--- src/rtl/s3tc_block_decoder_defines.svh ---
// ---------------------------------------------------------------------------
// S3TC block decoder assertion macros
// Shared concurrent assertion forms, clocked on a rising edge and disabled
// while the active-low reset is asserted.
// ---------------------------------------------------------------------------
`ifndef S3TC_BLOCK_DECODER_DEFINES_SVH
`define S3TC_BLOCK_DECODER_DEFINES_SVH

// Property holds at every edge out of reset.
`define S3TC_ASSERT(lbl, clk, rst_n, prop) \
  lbl: assert property (@(posedge clk) disable iff (!rst_n) (prop)) \
    else $error("%m: assertion failed");

// Antecedent in this cycle implies consequent in the next one.
`define S3TC_ASSERT_NEXT(lbl, clk, rst_n, ante, cons) \
  lbl: assert property (@(posedge clk) disable iff (!rst_n) (ante) |=> (cons)) \
    else $error("%m: assertion failed");

`endif

--- src/rtl/s3tc_pkg.sv ---
// ---------------------------------------------------------------------------
// S3TC block decoder package
// Block descriptor passed from the palette front end to the pixel back end,
// format codes and the front-end state type.
// ---------------------------------------------------------------------------
package s3tc_pkg;

  // format_mode codes
  localparam logic [1:0] MODE_DXT1  = 2'd0;
  localparam logic [1:0] MODE_PUNCH = 2'd1;
  localparam logic [1:0] MODE_DXT3  = 2'd2;
  localparam logic [1:0] MODE_DXT5  = 2'd3;

  // block descriptors held between front and back end
  localparam int unsigned QUEUE_DEPTH = 2;

  // decoded block: colour palette [entry][R,G,B], alpha palette, raw indices
  typedef struct packed {
    logic [3:0][2:0][7:0] pal;
    logic [7:0][7:0]      apal;
    logic                 three;
    logic [31:0]          cidx;
    logic [63:0]          aword;
  } blk_t;

  typedef enum logic [1:0] {
    FR_IDLE,
    FR_CALC,
    FR_PUSH
  } fr_state_e;

endpackage

--- src/rtl/s3tc_front.sv ---
// ---------------------------------------------------------------------------
// S3TC palette front end
// Takes a block word, widens the endpoints and builds the interpolated color
// and alpha palettes one value a cycle through a shared constant divider.
// ---------------------------------------------------------------------------
module s3tc_front (
  input  logic                clk_i,
  input  logic                rst_ni,
  input  logic [1:0]          mode_i,
  input  logic                start,
  output logic                busy,
  input  logic [63:0]         alpha_word_i,
  input  logic [63:0]         color_word_i,
  output logic                push_valid_o,
  input  logic                push_ready_i,
  output s3tc_pkg::blk_t      push_data_o
);
  import s3tc_pkg::*;

  typedef enum logic [2:0] {
    DIV_1,
    DIV_2,
    DIV_3,
    DIV_5,
    DIV_7
  } div_e;

  localparam logic [3:0] LAST_STEP   = 4'd12; // steps 0..11 issue, 12 drains
  localparam logic [3:0] ALPHA_STEP  = 4'd6;
  localparam int unsigned RECIP_SHIFT = 16;

  function automatic logic [7:0] widen5(input logic [4:0] v);
    widen5 = {v, v[4:2]};
  endfunction

  function automatic logic [7:0] widen6(input logic [5:0] v);
    widen6 = {v, v[5:4]};
  endfunction

  // ceil(2^16 / d); exact for every numerator this unit sees
  function automatic logic [16:0] recip(input div_e d);
    case (d)
      DIV_1:   recip = 17'd65536;
      DIV_2:   recip = 17'd32768;
      DIV_3:   recip = 17'd21846;
      DIV_5:   recip = 17'd13108;
      DIV_7:   recip = 17'd9363;
      default: recip = 17'd65536;
    endcase
  endfunction

  // color steps 0..5: entry 2 for R,G,B then entry 3 for R,G,B
  function automatic logic [1:0] step_chan(input logic [3:0] s);
    if (s >= 4'd3) begin
      step_chan = 2'(s - 4'd3);
    end else begin
      step_chan = 2'(s);
    end
  endfunction

  fr_state_e   state_q, state_d;
  logic [3:0]  step_q, step_d;
  logic        a_vld_q, a_vld_d;
  logic [10:0] num_q, num_d;
  div_e        div_q, div_d;
  logic [3:0]  dst_q;
  blk_t        blk_q, blk_d;

  logic        load;
  logic [1:0]  ch, dst_ch;
  logic        e3;
  logic [7:0]  p0, p1, a0, a1;
  logic [2:0]  wi;
  logic [27:0] prod;
  logic [7:0]  quot;
  logic [15:0] ep0, ep1;

  assign ep0 = color_word_i[15:0];
  assign ep1 = color_word_i[31:16];

  // FSM
  always_comb begin
    state_d      = state_q;
    step_d       = step_q;
    a_vld_d      = 1'b0;
    load         = 1'b0;
    push_valid_o = 1'b0;
    busy         = 1'b1;
    case (state_q)
      FR_IDLE: begin
        busy = 1'b0;
        if (start) begin
          load    = 1'b1;
          step_d  = '0;
          state_d = FR_CALC;
        end
      end
      FR_CALC: begin
        a_vld_d = (step_q != LAST_STEP);
        step_d  = step_q + 4'd1;
        if (step_q == LAST_STEP) begin
          state_d = FR_PUSH;
        end
      end
      FR_PUSH: begin
        push_valid_o = 1'b1;
        if (push_ready_i) begin
          busy = 1'b0;
          if (start) begin
            load    = 1'b1;
            step_d  = '0;
            state_d = FR_CALC;
          end else begin
            state_d = FR_IDLE;
          end
        end
      end
      default: begin
        state_d = FR_IDLE;
      end
    endcase
  end

  always_ff @(posedge clk_i or negedge rst_ni) begin
    if (!rst_ni) begin
      state_q <= FR_IDLE;
      step_q  <= '0;
      a_vld_q <= 1'b0;
    end else begin
      state_q <= state_d;
      step_q  <= step_d;
      a_vld_q <= a_vld_d;
    end
  end

  // issue stage: numerator and divisor of the current step
  assign ch = step_chan(step_q);
  assign e3 = (step_q >= 4'd3);
  assign p0 = blk_q.pal[0][ch];
  assign p1 = blk_q.pal[1][ch];
  assign a0 = blk_q.apal[0];
  assign a1 = blk_q.apal[1];
  assign wi = 3'(step_q - 4'd5);

  always_comb begin
    num_d = '0;
    div_d = DIV_1;
    if (step_q < ALPHA_STEP) begin
      if (!blk_q.three) begin
        num_d = e3 ? (11'(p0) + {2'b00, p1, 1'b0}) : ({2'b00, p0, 1'b0} + 11'(p1));
        div_d = DIV_3;
      end else if (!e3) begin
        num_d = 11'(p0) + 11'(p1);
        div_d = DIV_2;
      end else begin
        num_d = '0;                       // black
        div_d = DIV_1;
      end
    end else if (a0 > a1) begin
      num_d = 11'(3'd7 - wi) * 11'(a0) + 11'(wi) * 11'(a1);
      div_d = DIV_7;
    end else if (wi <= 3'd4) begin
      num_d = 11'(3'd5 - wi) * 11'(a0) + 11'(wi) * 11'(a1);
      div_d = DIV_5;
    end else if (wi == 3'd5) begin
      num_d = '0;
      div_d = DIV_1;
    end else begin
      num_d = 11'd255;
      div_d = DIV_1;
    end
  end

  // divide stage: multiply by reciprocal, write palette entry
  assign prod   = 28'(num_q) * 28'(recip(div_q));
  assign quot   = prod[RECIP_SHIFT +: 8];
  assign dst_ch = step_chan(dst_q);

  always_comb begin
    blk_d = blk_q;
    if (load) begin
      blk_d.pal[0][0] = widen5(ep0[15:11]);
      blk_d.pal[0][1] = widen6(ep0[10:5]);
      blk_d.pal[0][2] = widen5(ep0[4:0]);
      blk_d.pal[1][0] = widen5(ep1[15:11]);
      blk_d.pal[1][1] = widen6(ep1[10:5]);
      blk_d.pal[1][2] = widen5(ep1[4:0]);
      blk_d.pal[2]    = '0;
      blk_d.pal[3]    = '0;
      blk_d.apal      = '0;
      blk_d.apal[0]   = alpha_word_i[7:0];
      blk_d.apal[1]   = alpha_word_i[15:8];
      blk_d.three     = (mode_i == MODE_DXT1 || mode_i == MODE_PUNCH) && (ep0 <= ep1);
      blk_d.cidx      = color_word_i[63:32];
      blk_d.aword     = alpha_word_i;
    end else if (a_vld_q) begin
      if (dst_q < ALPHA_STEP) begin
        blk_d.pal[{1'b1, (dst_q >= 4'd3)}][dst_ch] = quot;
      end else begin
        blk_d.apal[3'(dst_q - 4'd4)] = quot;
      end
    end
  end

  always_ff @(posedge clk_i) begin
    blk_q <= blk_d;
    num_q <= num_d;
    div_q <= div_d;
    dst_q <= step_q;
  end

  assign push_data_o = blk_q;

endmodule

--- src/rtl/s3tc_queue.sv ---
// ---------------------------------------------------------------------------
// S3TC block queue
// Small FIFO of decoded block descriptors between front and back end.
// ---------------------------------------------------------------------------
`include "s3tc_block_decoder_defines.svh"

module s3tc_queue #(
  parameter int unsigned DEPTH = s3tc_pkg::QUEUE_DEPTH
) (
  input  logic           clk_i,
  input  logic           rst_ni,
  input  logic           push_valid_i,
  output logic           push_ready_o,
  input  s3tc_pkg::blk_t push_data_i,
  output logic           pop_valid_o,
  input  logic           pop_i,
  output s3tc_pkg::blk_t pop_data_o
);
  import s3tc_pkg::*;

  localparam int unsigned PTR_W = (DEPTH > 1) ? $clog2(DEPTH) : 1;
  localparam int unsigned CNT_W = $clog2(DEPTH + 1);
  localparam logic [PTR_W-1:0] PTR_LAST = PTR_W'(DEPTH - 1);
  localparam logic [CNT_W-1:0] CNT_FULL = CNT_W'(DEPTH);

  blk_t             mem_q [DEPTH];
  logic [PTR_W-1:0] wr_ptr_q, rd_ptr_q;
  logic [CNT_W-1:0] count_q;
  logic             push, pop;

  assign push_ready_o = (count_q != CNT_FULL);
  assign pop_valid_o  = (count_q != '0);
  assign push         = push_valid_i && push_ready_o;
  assign pop          = pop_i && pop_valid_o;
  assign pop_data_o   = mem_q[rd_ptr_q];

  always_ff @(posedge clk_i) begin
    if (push) begin
      mem_q[wr_ptr_q] <= push_data_i;
    end
  end

  always_ff @(posedge clk_i or negedge rst_ni) begin
    if (!rst_ni) begin
      wr_ptr_q <= '0;
      rd_ptr_q <= '0;
      count_q  <= '0;
    end else begin
      if (push) begin
        wr_ptr_q <= (wr_ptr_q == PTR_LAST) ? '0 : wr_ptr_q + PTR_W'(1);
      end
      if (pop) begin
        rd_ptr_q <= (rd_ptr_q == PTR_LAST) ? '0 : rd_ptr_q + PTR_W'(1);
      end
      count_q <= count_q + CNT_W'(push) - CNT_W'(pop);
    end
  end

  `S3TC_ASSERT(a_cnt_bound, clk_i, rst_ni, count_q <= CNT_FULL)
  `S3TC_ASSERT_NEXT(a_full_hold, clk_i, rst_ni, !push_ready_o && !pop_i, !push_ready_o)

endmodule

--- src/rtl/s3tc_back.sv ---
// ---------------------------------------------------------------------------
// S3TC pixel back end
// Walks the sixteen pixels of the head block and registers one RGBA pixel
// a cycle while the queue presents a head block.
// ---------------------------------------------------------------------------
`include "s3tc_block_decoder_defines.svh"

module s3tc_back (
  input  logic           clk_i,
  input  logic           rst_ni,
  input  logic [1:0]     mode_i,
  input  logic           head_valid_i,
  input  s3tc_pkg::blk_t head_i,
  output logic           pop_o,
  output logic           result_valid_o,
  output logic [7:0]     red_o,
  output logic [7:0]     green_o,
  output logic [7:0]     blue_o,
  output logic [7:0]     alpha_o,
  output logic [3:0]     pixel_index_o,
  output logic           last_pixel_o
);
  import s3tc_pkg::*;

  localparam logic [3:0] PIX_LAST = 4'd15;

  logic [3:0] pix_q;
  logic       vld_q;
  logic [1:0] ci;
  logic [5:0] abit;
  logic [3:0] nib;
  logic [7:0] alpha_d;
  logic [7:0] red_q, green_q, blue_q, alpha_q;
  logic [3:0] idx_q;
  logic       last_q;

  assign ci    = head_i.cidx[{pix_q, 1'b0} +: 2];
  assign nib   = head_i.aword[{pix_q, 2'b00} +: 4];
  assign abit  = 6'd16 + 6'({pix_q, 1'b0}) + 6'(pix_q);
  assign pop_o = head_valid_i && (pix_q == PIX_LAST);

  always_comb begin
    case (mode_i)
      MODE_DXT3:  alpha_d = {nib, nib};                       // times 17
      MODE_DXT5:  alpha_d = head_i.apal[head_i.aword[abit +: 3]];
      MODE_PUNCH: alpha_d = (head_i.three && ci == 2'd3) ? 8'd0 : 8'd255;
      default:    alpha_d = 8'd255;
    endcase
  end

  always_ff @(posedge clk_i or negedge rst_ni) begin
    if (!rst_ni) begin
      pix_q <= '0;
      vld_q <= 1'b0;
    end else begin
      vld_q <= head_valid_i;
      if (head_valid_i) begin
        pix_q <= pix_q + 4'd1;
      end
    end
  end

  always_ff @(posedge clk_i) begin
    red_q   <= head_i.pal[ci][0];
    green_q <= head_i.pal[ci][1];
    blue_q  <= head_i.pal[ci][2];
    alpha_q <= alpha_d;
    idx_q   <= pix_q;
    last_q  <= (pix_q == PIX_LAST);
  end

  assign result_valid_o = vld_q;
  assign red_o          = red_q;
  assign green_o        = green_q;
  assign blue_o         = blue_q;
  assign alpha_o        = alpha_q;
  assign pixel_index_o  = idx_q;
  assign last_pixel_o   = last_q;

  `S3TC_ASSERT_NEXT(a_burst, clk_i, rst_ni, vld_q && !last_q, vld_q)
  `S3TC_ASSERT_NEXT(a_order, clk_i, rst_ni, vld_q && !last_q, idx_q == $past(idx_q) + 4'd1)

endmodule

--- src/rtl/s3tc_block_decoder.sv ---
// ---------------------------------------------------------------------------
// S3TC block decoder
// Decodes DXT1 / DXT3 / DXT5 4x4 blocks into sixteen RGBA8 pixels each.
// ---------------------------------------------------------------------------
// Usage:
//   Input word: alpha_word_i and color_word_i are taken at a rising edge with
//   start high and busy low. busy stays high while the front end builds the
//   palettes (one color channel or alpha entry per cycle through a shared
//   reciprocal-multiply divider) and while the block queue is full.
//   Results: sixteen pixels per block, row-major, one per cycle, each marked
//   by result_valid_o for one cycle; last_pixel_o flags pixel 15. The
//   receiver cannot stall, so the back end never waits.
//   First pixel: palette steps in FR_CALC, push into the queue, back-end output register.
//   Throughput: set by the back end, which emits one pixel per cycle while a
//   block is queued; the front end works on the next block meanwhile.
//   Config: format_mode at APB address 0 (0 DXT1, 1 DXT1 punch-through,
//   2 DXT3, 3 DXT5); write it only while idle. pready is tied high.
//   Reset: rst_ni clears the queue, the sequencers and format_mode (DXT1).
// ---------------------------------------------------------------------------
module s3tc_block_decoder #(
  parameter int unsigned QueueDepth = s3tc_pkg::QUEUE_DEPTH
) (
  input  logic        clk_i,
  input  logic        rst_ni,
  // block input
  input  logic        start,
  output logic        busy,
  input  logic [63:0] alpha_word_i,
  input  logic [63:0] color_word_i,
  // pixel output
  output logic        result_valid_o,
  output logic [7:0]  red_o,
  output logic [7:0]  green_o,
  output logic [7:0]  blue_o,
  output logic [7:0]  alpha_o,
  output logic [3:0]  pixel_index_o,
  output logic        last_pixel_o,
  // config port
  input  logic        psel,
  input  logic        penable,
  input  logic        pwrite,
  input  logic [2:0]  paddr,
  input  logic [31:0] pwdata,
  output logic [31:0] prdata,
  output logic        pready
);
  import s3tc_pkg::*;

  logic [1:0] mode_q;
  logic       cfg_wr;
  logic       push_valid, push_ready;
  blk_t       push_data;
  logic       head_valid, pop;
  blk_t       head;

  // format_mode register; word address 4 and up is unmapped
  assign pready = 1'b1;
  assign cfg_wr = psel && penable && pwrite && pready && !paddr[2];
  assign prdata = paddr[2] ? 32'd0 : {30'd0, mode_q};

  always_ff @(posedge clk_i or negedge rst_ni) begin
    if (!rst_ni) begin
      mode_q <= MODE_DXT1;
    end else if (cfg_wr) begin
      mode_q <= pwdata[1:0];
    end
  end

  // front end: endpoint widening and palette build
  s3tc_front u_front (
    .clk_i        (clk_i),
    .rst_ni       (rst_ni),
    .mode_i       (mode_q),
    .start        (start),
    .busy         (busy),
    .alpha_word_i (alpha_word_i),
    .color_word_i (color_word_i),
    .push_valid_o (push_valid),
    .push_ready_i (push_ready),
    .push_data_o  (push_data)
  );

  // decoded blocks waiting for the back end
  s3tc_queue #(
    .DEPTH (QueueDepth)
  ) u_queue (
    .clk_i        (clk_i),
    .rst_ni       (rst_ni),
    .push_valid_i (push_valid),
    .push_ready_o (push_ready),
    .push_data_i  (push_data),
    .pop_valid_o  (head_valid),
    .pop_i        (pop),
    .pop_data_o   (head)
  );

  // back end: per-pixel palette lookup, one pixel a cycle while a block is queued
  s3tc_back u_back (
    .clk_i          (clk_i),
    .rst_ni         (rst_ni),
    .mode_i         (mode_q),
    .head_valid_i   (head_valid),
    .head_i         (head),
    .pop_o          (pop),
    .result_valid_o (result_valid_o),
    .red_o          (red_o),
    .green_o        (green_o),
    .blue_o         (blue_o),
    .alpha_o        (alpha_o),
    .pixel_index_o  (pixel_index_o),
    .last_pixel_o   (last_pixel_o)
  );

endmodule
--- config.mk ---
export PLATFORM = sky130hd
export DESIGN_NAME = s3tc_block_decoder
export DESIGN_NICKNAME = d
export VERILOG_FILES = /design/src/rtl/s3tc_pkg.sv /design/src/rtl/s3tc_front.sv /design/src/rtl/s3tc_queue.sv /design/src/rtl/s3tc_back.sv /design/src/rtl/s3tc_block_decoder.sv
export VERILOG_INCLUDE_DIRS = /design/src /design/src/rtl
export SDC_FILE = /design/constraint.sdc
export NUM_CORES = 2
export LEC_CHECK = 0
export BUFFER_PORTS_ARGS = -buffer_cell sky130_fd_sc_hd__buf_2
export CORE_MARGIN = 4
export CORE_UTILIZATION = 60
export CTS_CLUSTER_SIZE = 10
export DETAILED_ROUTE_END_ITERATION = 7
export GPL_TIMING_DRIVEN = 0
export PLACE_DENSITY = 0.79
export SYNTH_ARGS = -nofsm -noshare
export SYNTH_HDL_FRONTEND = slang
export SYNTH_HIERARCHICAL = 1
export SYNTH_SLANG_ARGS = --single-unit
--- constraint.sdc ---
create_clock -name clk_i -period 34.3 [get_ports clk_i]
set_input_delay 5.145 -clock clk_i [delete_from_list [all_inputs] [get_ports clk_i]]
set_output_delay 5.145 -clock clk_i [all_outputs]
set_load 0.02 [all_outputs]
==> results.md <==
* Run status: completed
* Final Net Count at 3,942
* Met1 Use GR at 35.9%
* Worst Tran Pin Value at 1340 ps
* Setup Viol. Count Final at 0
* Number of synthesis warnings at 6
* CTS buffer count at 93
* CTS tree: yes
* Yosys reg bits at 828
* DRT antenna net count at 0
* FMAX at 93.0 MHz
* Initial Util at 60.7%
* Synthesized area per cell at 13.9 sq um
* DIE WIDTH at 277 um
* RSZ-0062 raised after global routing: no
* Port Buf Inserts at 177
* Via density at 5.96
* DP HPWL at 76.0 mm
* GRT Util Overall at 27.3%
* Max-slew headroom at 9.96%
* Post-synthesis async set-or-reset flop share at 2.17%
* Commonest non-fill, non-tap cell in the layout: edfxtp_1
* Crit share post-route at 31.3%
* Slowest cell on crit path: and2b_2
* Vias in the first global route at 27,400
* 1st-iter DRT viols at 2,980
* Max_cap viols at 0
* H-tree depth at 3
* Post-CTS sizing at 0
* Skew final at 39.4 ps
* Die footprint at 76,900 sq um
* Top cell type's share of synthesized area at 45.5%
* Area leader, netlist: edfxtp_1
* Residual DRC count at 0
* Ordered list of cells on the worst path: buf_2 > and2b_2 > buf_2
* Post-Synthesis Cells at 3,130
* Routed WL at 106 mm
* Critical path's top delay family: buffers and inverters
* Type of the worst setup path: input pin to output port
* Hold buffer count at CTS at 0
* I/O pins at 241
* Req. time, crit path at 29,150 ps
* GRT met3 Usage at 4.00%
* Clock Tree Root: clkbuf_16
* Crit path buf inv count at 2
* Largest cells by area after synthesis: edfxtp_1 45%, mux2_4 7.0%, dfxtp_1 6.9%
* Clock-pin slew on the worst setup and hold paths at 60 ps
* Core footprint at 71,700 sq um
* Share of cells above drive strength 1 at 23.3%
* Startpoint Class: input pin
* Min Tclk post-route at 10,750 ps
* Slew Limit Fails at 0
* Seq/Total Area, Yosys at 53.5%
* Fill cell count at 4,833
* Cell Rows at 98
* Final Wtd Congestion at 0.934
* CP Capture Type: output port
* Clk Latency, worst-skew pair at 660 ps
* Initial antenna violation count at 6
* Largest net degree at the start of global routing at 67
* Reg-to-reg slack, setup at 26,090 ps
* Worst Path Max Fanout at 3
* # clock sinks at 828
* Post-Synthesis Cell Area at 43,500 sq um
* Most frequent cells in the layout: 659 x edfxtp_1, 328 x inv_1, 246 x nand2_1, 203 x mux2_4, 197 x buf_2
* CP peak stage delay at 190 ps
* HP Class: register to register
* Clk buf depth at 3
* Routed vias at 26,700
* Final hold violations at 0
* Synth cell types at 94
* First-pass GRT wire length at 161 mm
* EDFF count, synth at 659
* Drt pass-1 iters at 6
* Setup TNS at 0 ps
* Area Overhead vs Synth at 12.3%
* Gr busiest metal: met2
* Overflow after GRT at 0
* Die Y at 277 um
* Cell repeated most along the worst path: buf_2
* Routed len/inst at 23.6 um
* Top FF cell, synth: edfxtp_1
* Worst EP arrival at 5610 ps
* GR Util met2 at 45.5%
* Post-CTS Setup Inserts at 0
==> stage by stage <==
step / hold WS (ps) / utilization, % / std cells / setup WS [ps] / instance area (sq um)
global route: 397 / 68.1 / 4482 / 23520 / 48900
CTS: 390 / 68.1 / 4477 / 23550 / 48900
global placement: 374 / 63.7 / 4287 / 15620 / 45700
finish: 389 / 68.1 / 4482 / 23550 / 48900
detailed placement: 375 / 64.2 / 4302 / 23550 / 46100
floorplan: 366 / - / 3160 / 21940 / 43600
==> state kept, by name, summed over array words and instances (netlist names), 8 cells and up <==
signal / cells
u_front/a1: 8
u_back/green_o: 8
u_front/push_data_o: 225
u_front/num_q: 11
u_back/alpha_o: 8
u_back/blue_o: 8
u_queue/mem_q: 514
u_back/red_o: 8
u_front/a0: 8
==> cells by family (layout without fill, tap and decap cells) <==
logic type	Yosys count	after routing	share of synthesized area (%)
XOR/XNOR	72	72	1.64
adder cells (fa/ha/maj)	326	326	12.0
other	3	38	0.0259
flip-flops	828	828	53.5
buffers and inverters	500	867	5.63
multiplexers	423	423	14.7
AO/OA/AOI/OAI	410	410	6.34
AND/OR/NAND/NOR	568	568	6.22
==> layer usage <==
layer  vias to the layer above  share of wire (%)  routed length (um)
li1                      11800                  -                   -
met4                         2                4.4                4690
met5                         -              0.016                  17
met1                     13300                 39               41100
met2                      1344                 49               51800
met3                       265                7.9                8340
==> worst reg2reg max path, stage by stage (launching register included) <==
cell	delay, ps
dfxtp_1	530
nor2b_1	290
clkbuf_1	470
clkbuf_1	470
nand2_1	210
inv_1	200
nand2_1	160
fa_1	530
fa_1	570
inv_1	60
fa_1	490
fa_1	510
inv_1	50
fa_1	480
inv_1	50
ha_1	300
a211oi_1	310
o21ai_0	170
o21ai_1	230
o21ai_1	170
nor3_1	1010
nor2_1	140
buf_2	330
a22o_1	260
==> Yosys cell counts, types with 6 or more instances <==
library cell,count
and2_1,32
and3_1,36
a31oi_1,9
a31o_1,9
buf_4,60
dfxtp_1,151
xnor2_1,45
mux2_4,203
buf_1,6
nor2b_1,29
inv_1,328
a311oi_1,17
mux4_2,86
a21o_1,19
o211ai_1,6
a211oi_2,8
edfxtp_1,659
nand3b_1,6
buf_6,36
o22ai_1,14
mux2_2,62
a211oi_1,18
nand4_1,8
or2_2,10
nand2b_1,25
a22o_1,25
a221o_1,7
buf_2,20
fa_1,151
nand2_1,246
a21oi_1,71
xor2_1,20
ha_1,175
o21bai_1,8
dfrtp_1,18
clkbuf_1,42
o21ai_1,27
nor2_1,96
o21ai_0,123
nand3_1,25
mux2i_1,72
nor3_1,27
==> worst paths after layout <==
path,startpoint,cells past startpoint,to
max,paddr[2],3,prdata[1]
min,u_front/step_q[2],0,u_front/dst_q[2]
max reg2reg,u_front/div_q[1],23,u_front/a1[6]
min reg2reg,u_front/step_q[2],0,u_front/dst_q[2]
max in group asynchronous,rst_ni,1,u_front/step_q[1]
min in group asynchronous,rst_ni,1,u_back/result_valid_o
==> layout make-up <==
| type | count | area [sq um] | share of cell area (%) |
|---|---|---|---|
| repair buffers | 192 | 1250 | 2.55 |
| well taps | 950 | 1190 | 2.43 |
| multi-input cells | 1832 | 17900 | 36.7 |
| clock inverters | 8 | 156 | 0.320 |
| inverters | 331 | 1240 | 2.54 |
| flip-flops and latches | 828 | 23300 | 47.6 |
| diodes | 5 | 12.5 | 0.0256 |
| plain buffers | 169 | 1210 | 2.48 |
| clock buffers | 167 | 2630 | 5.37 |
Power is not shown: default switching activity piles up to over one toggle a cycle in this logic, so the estimate is an artifact.
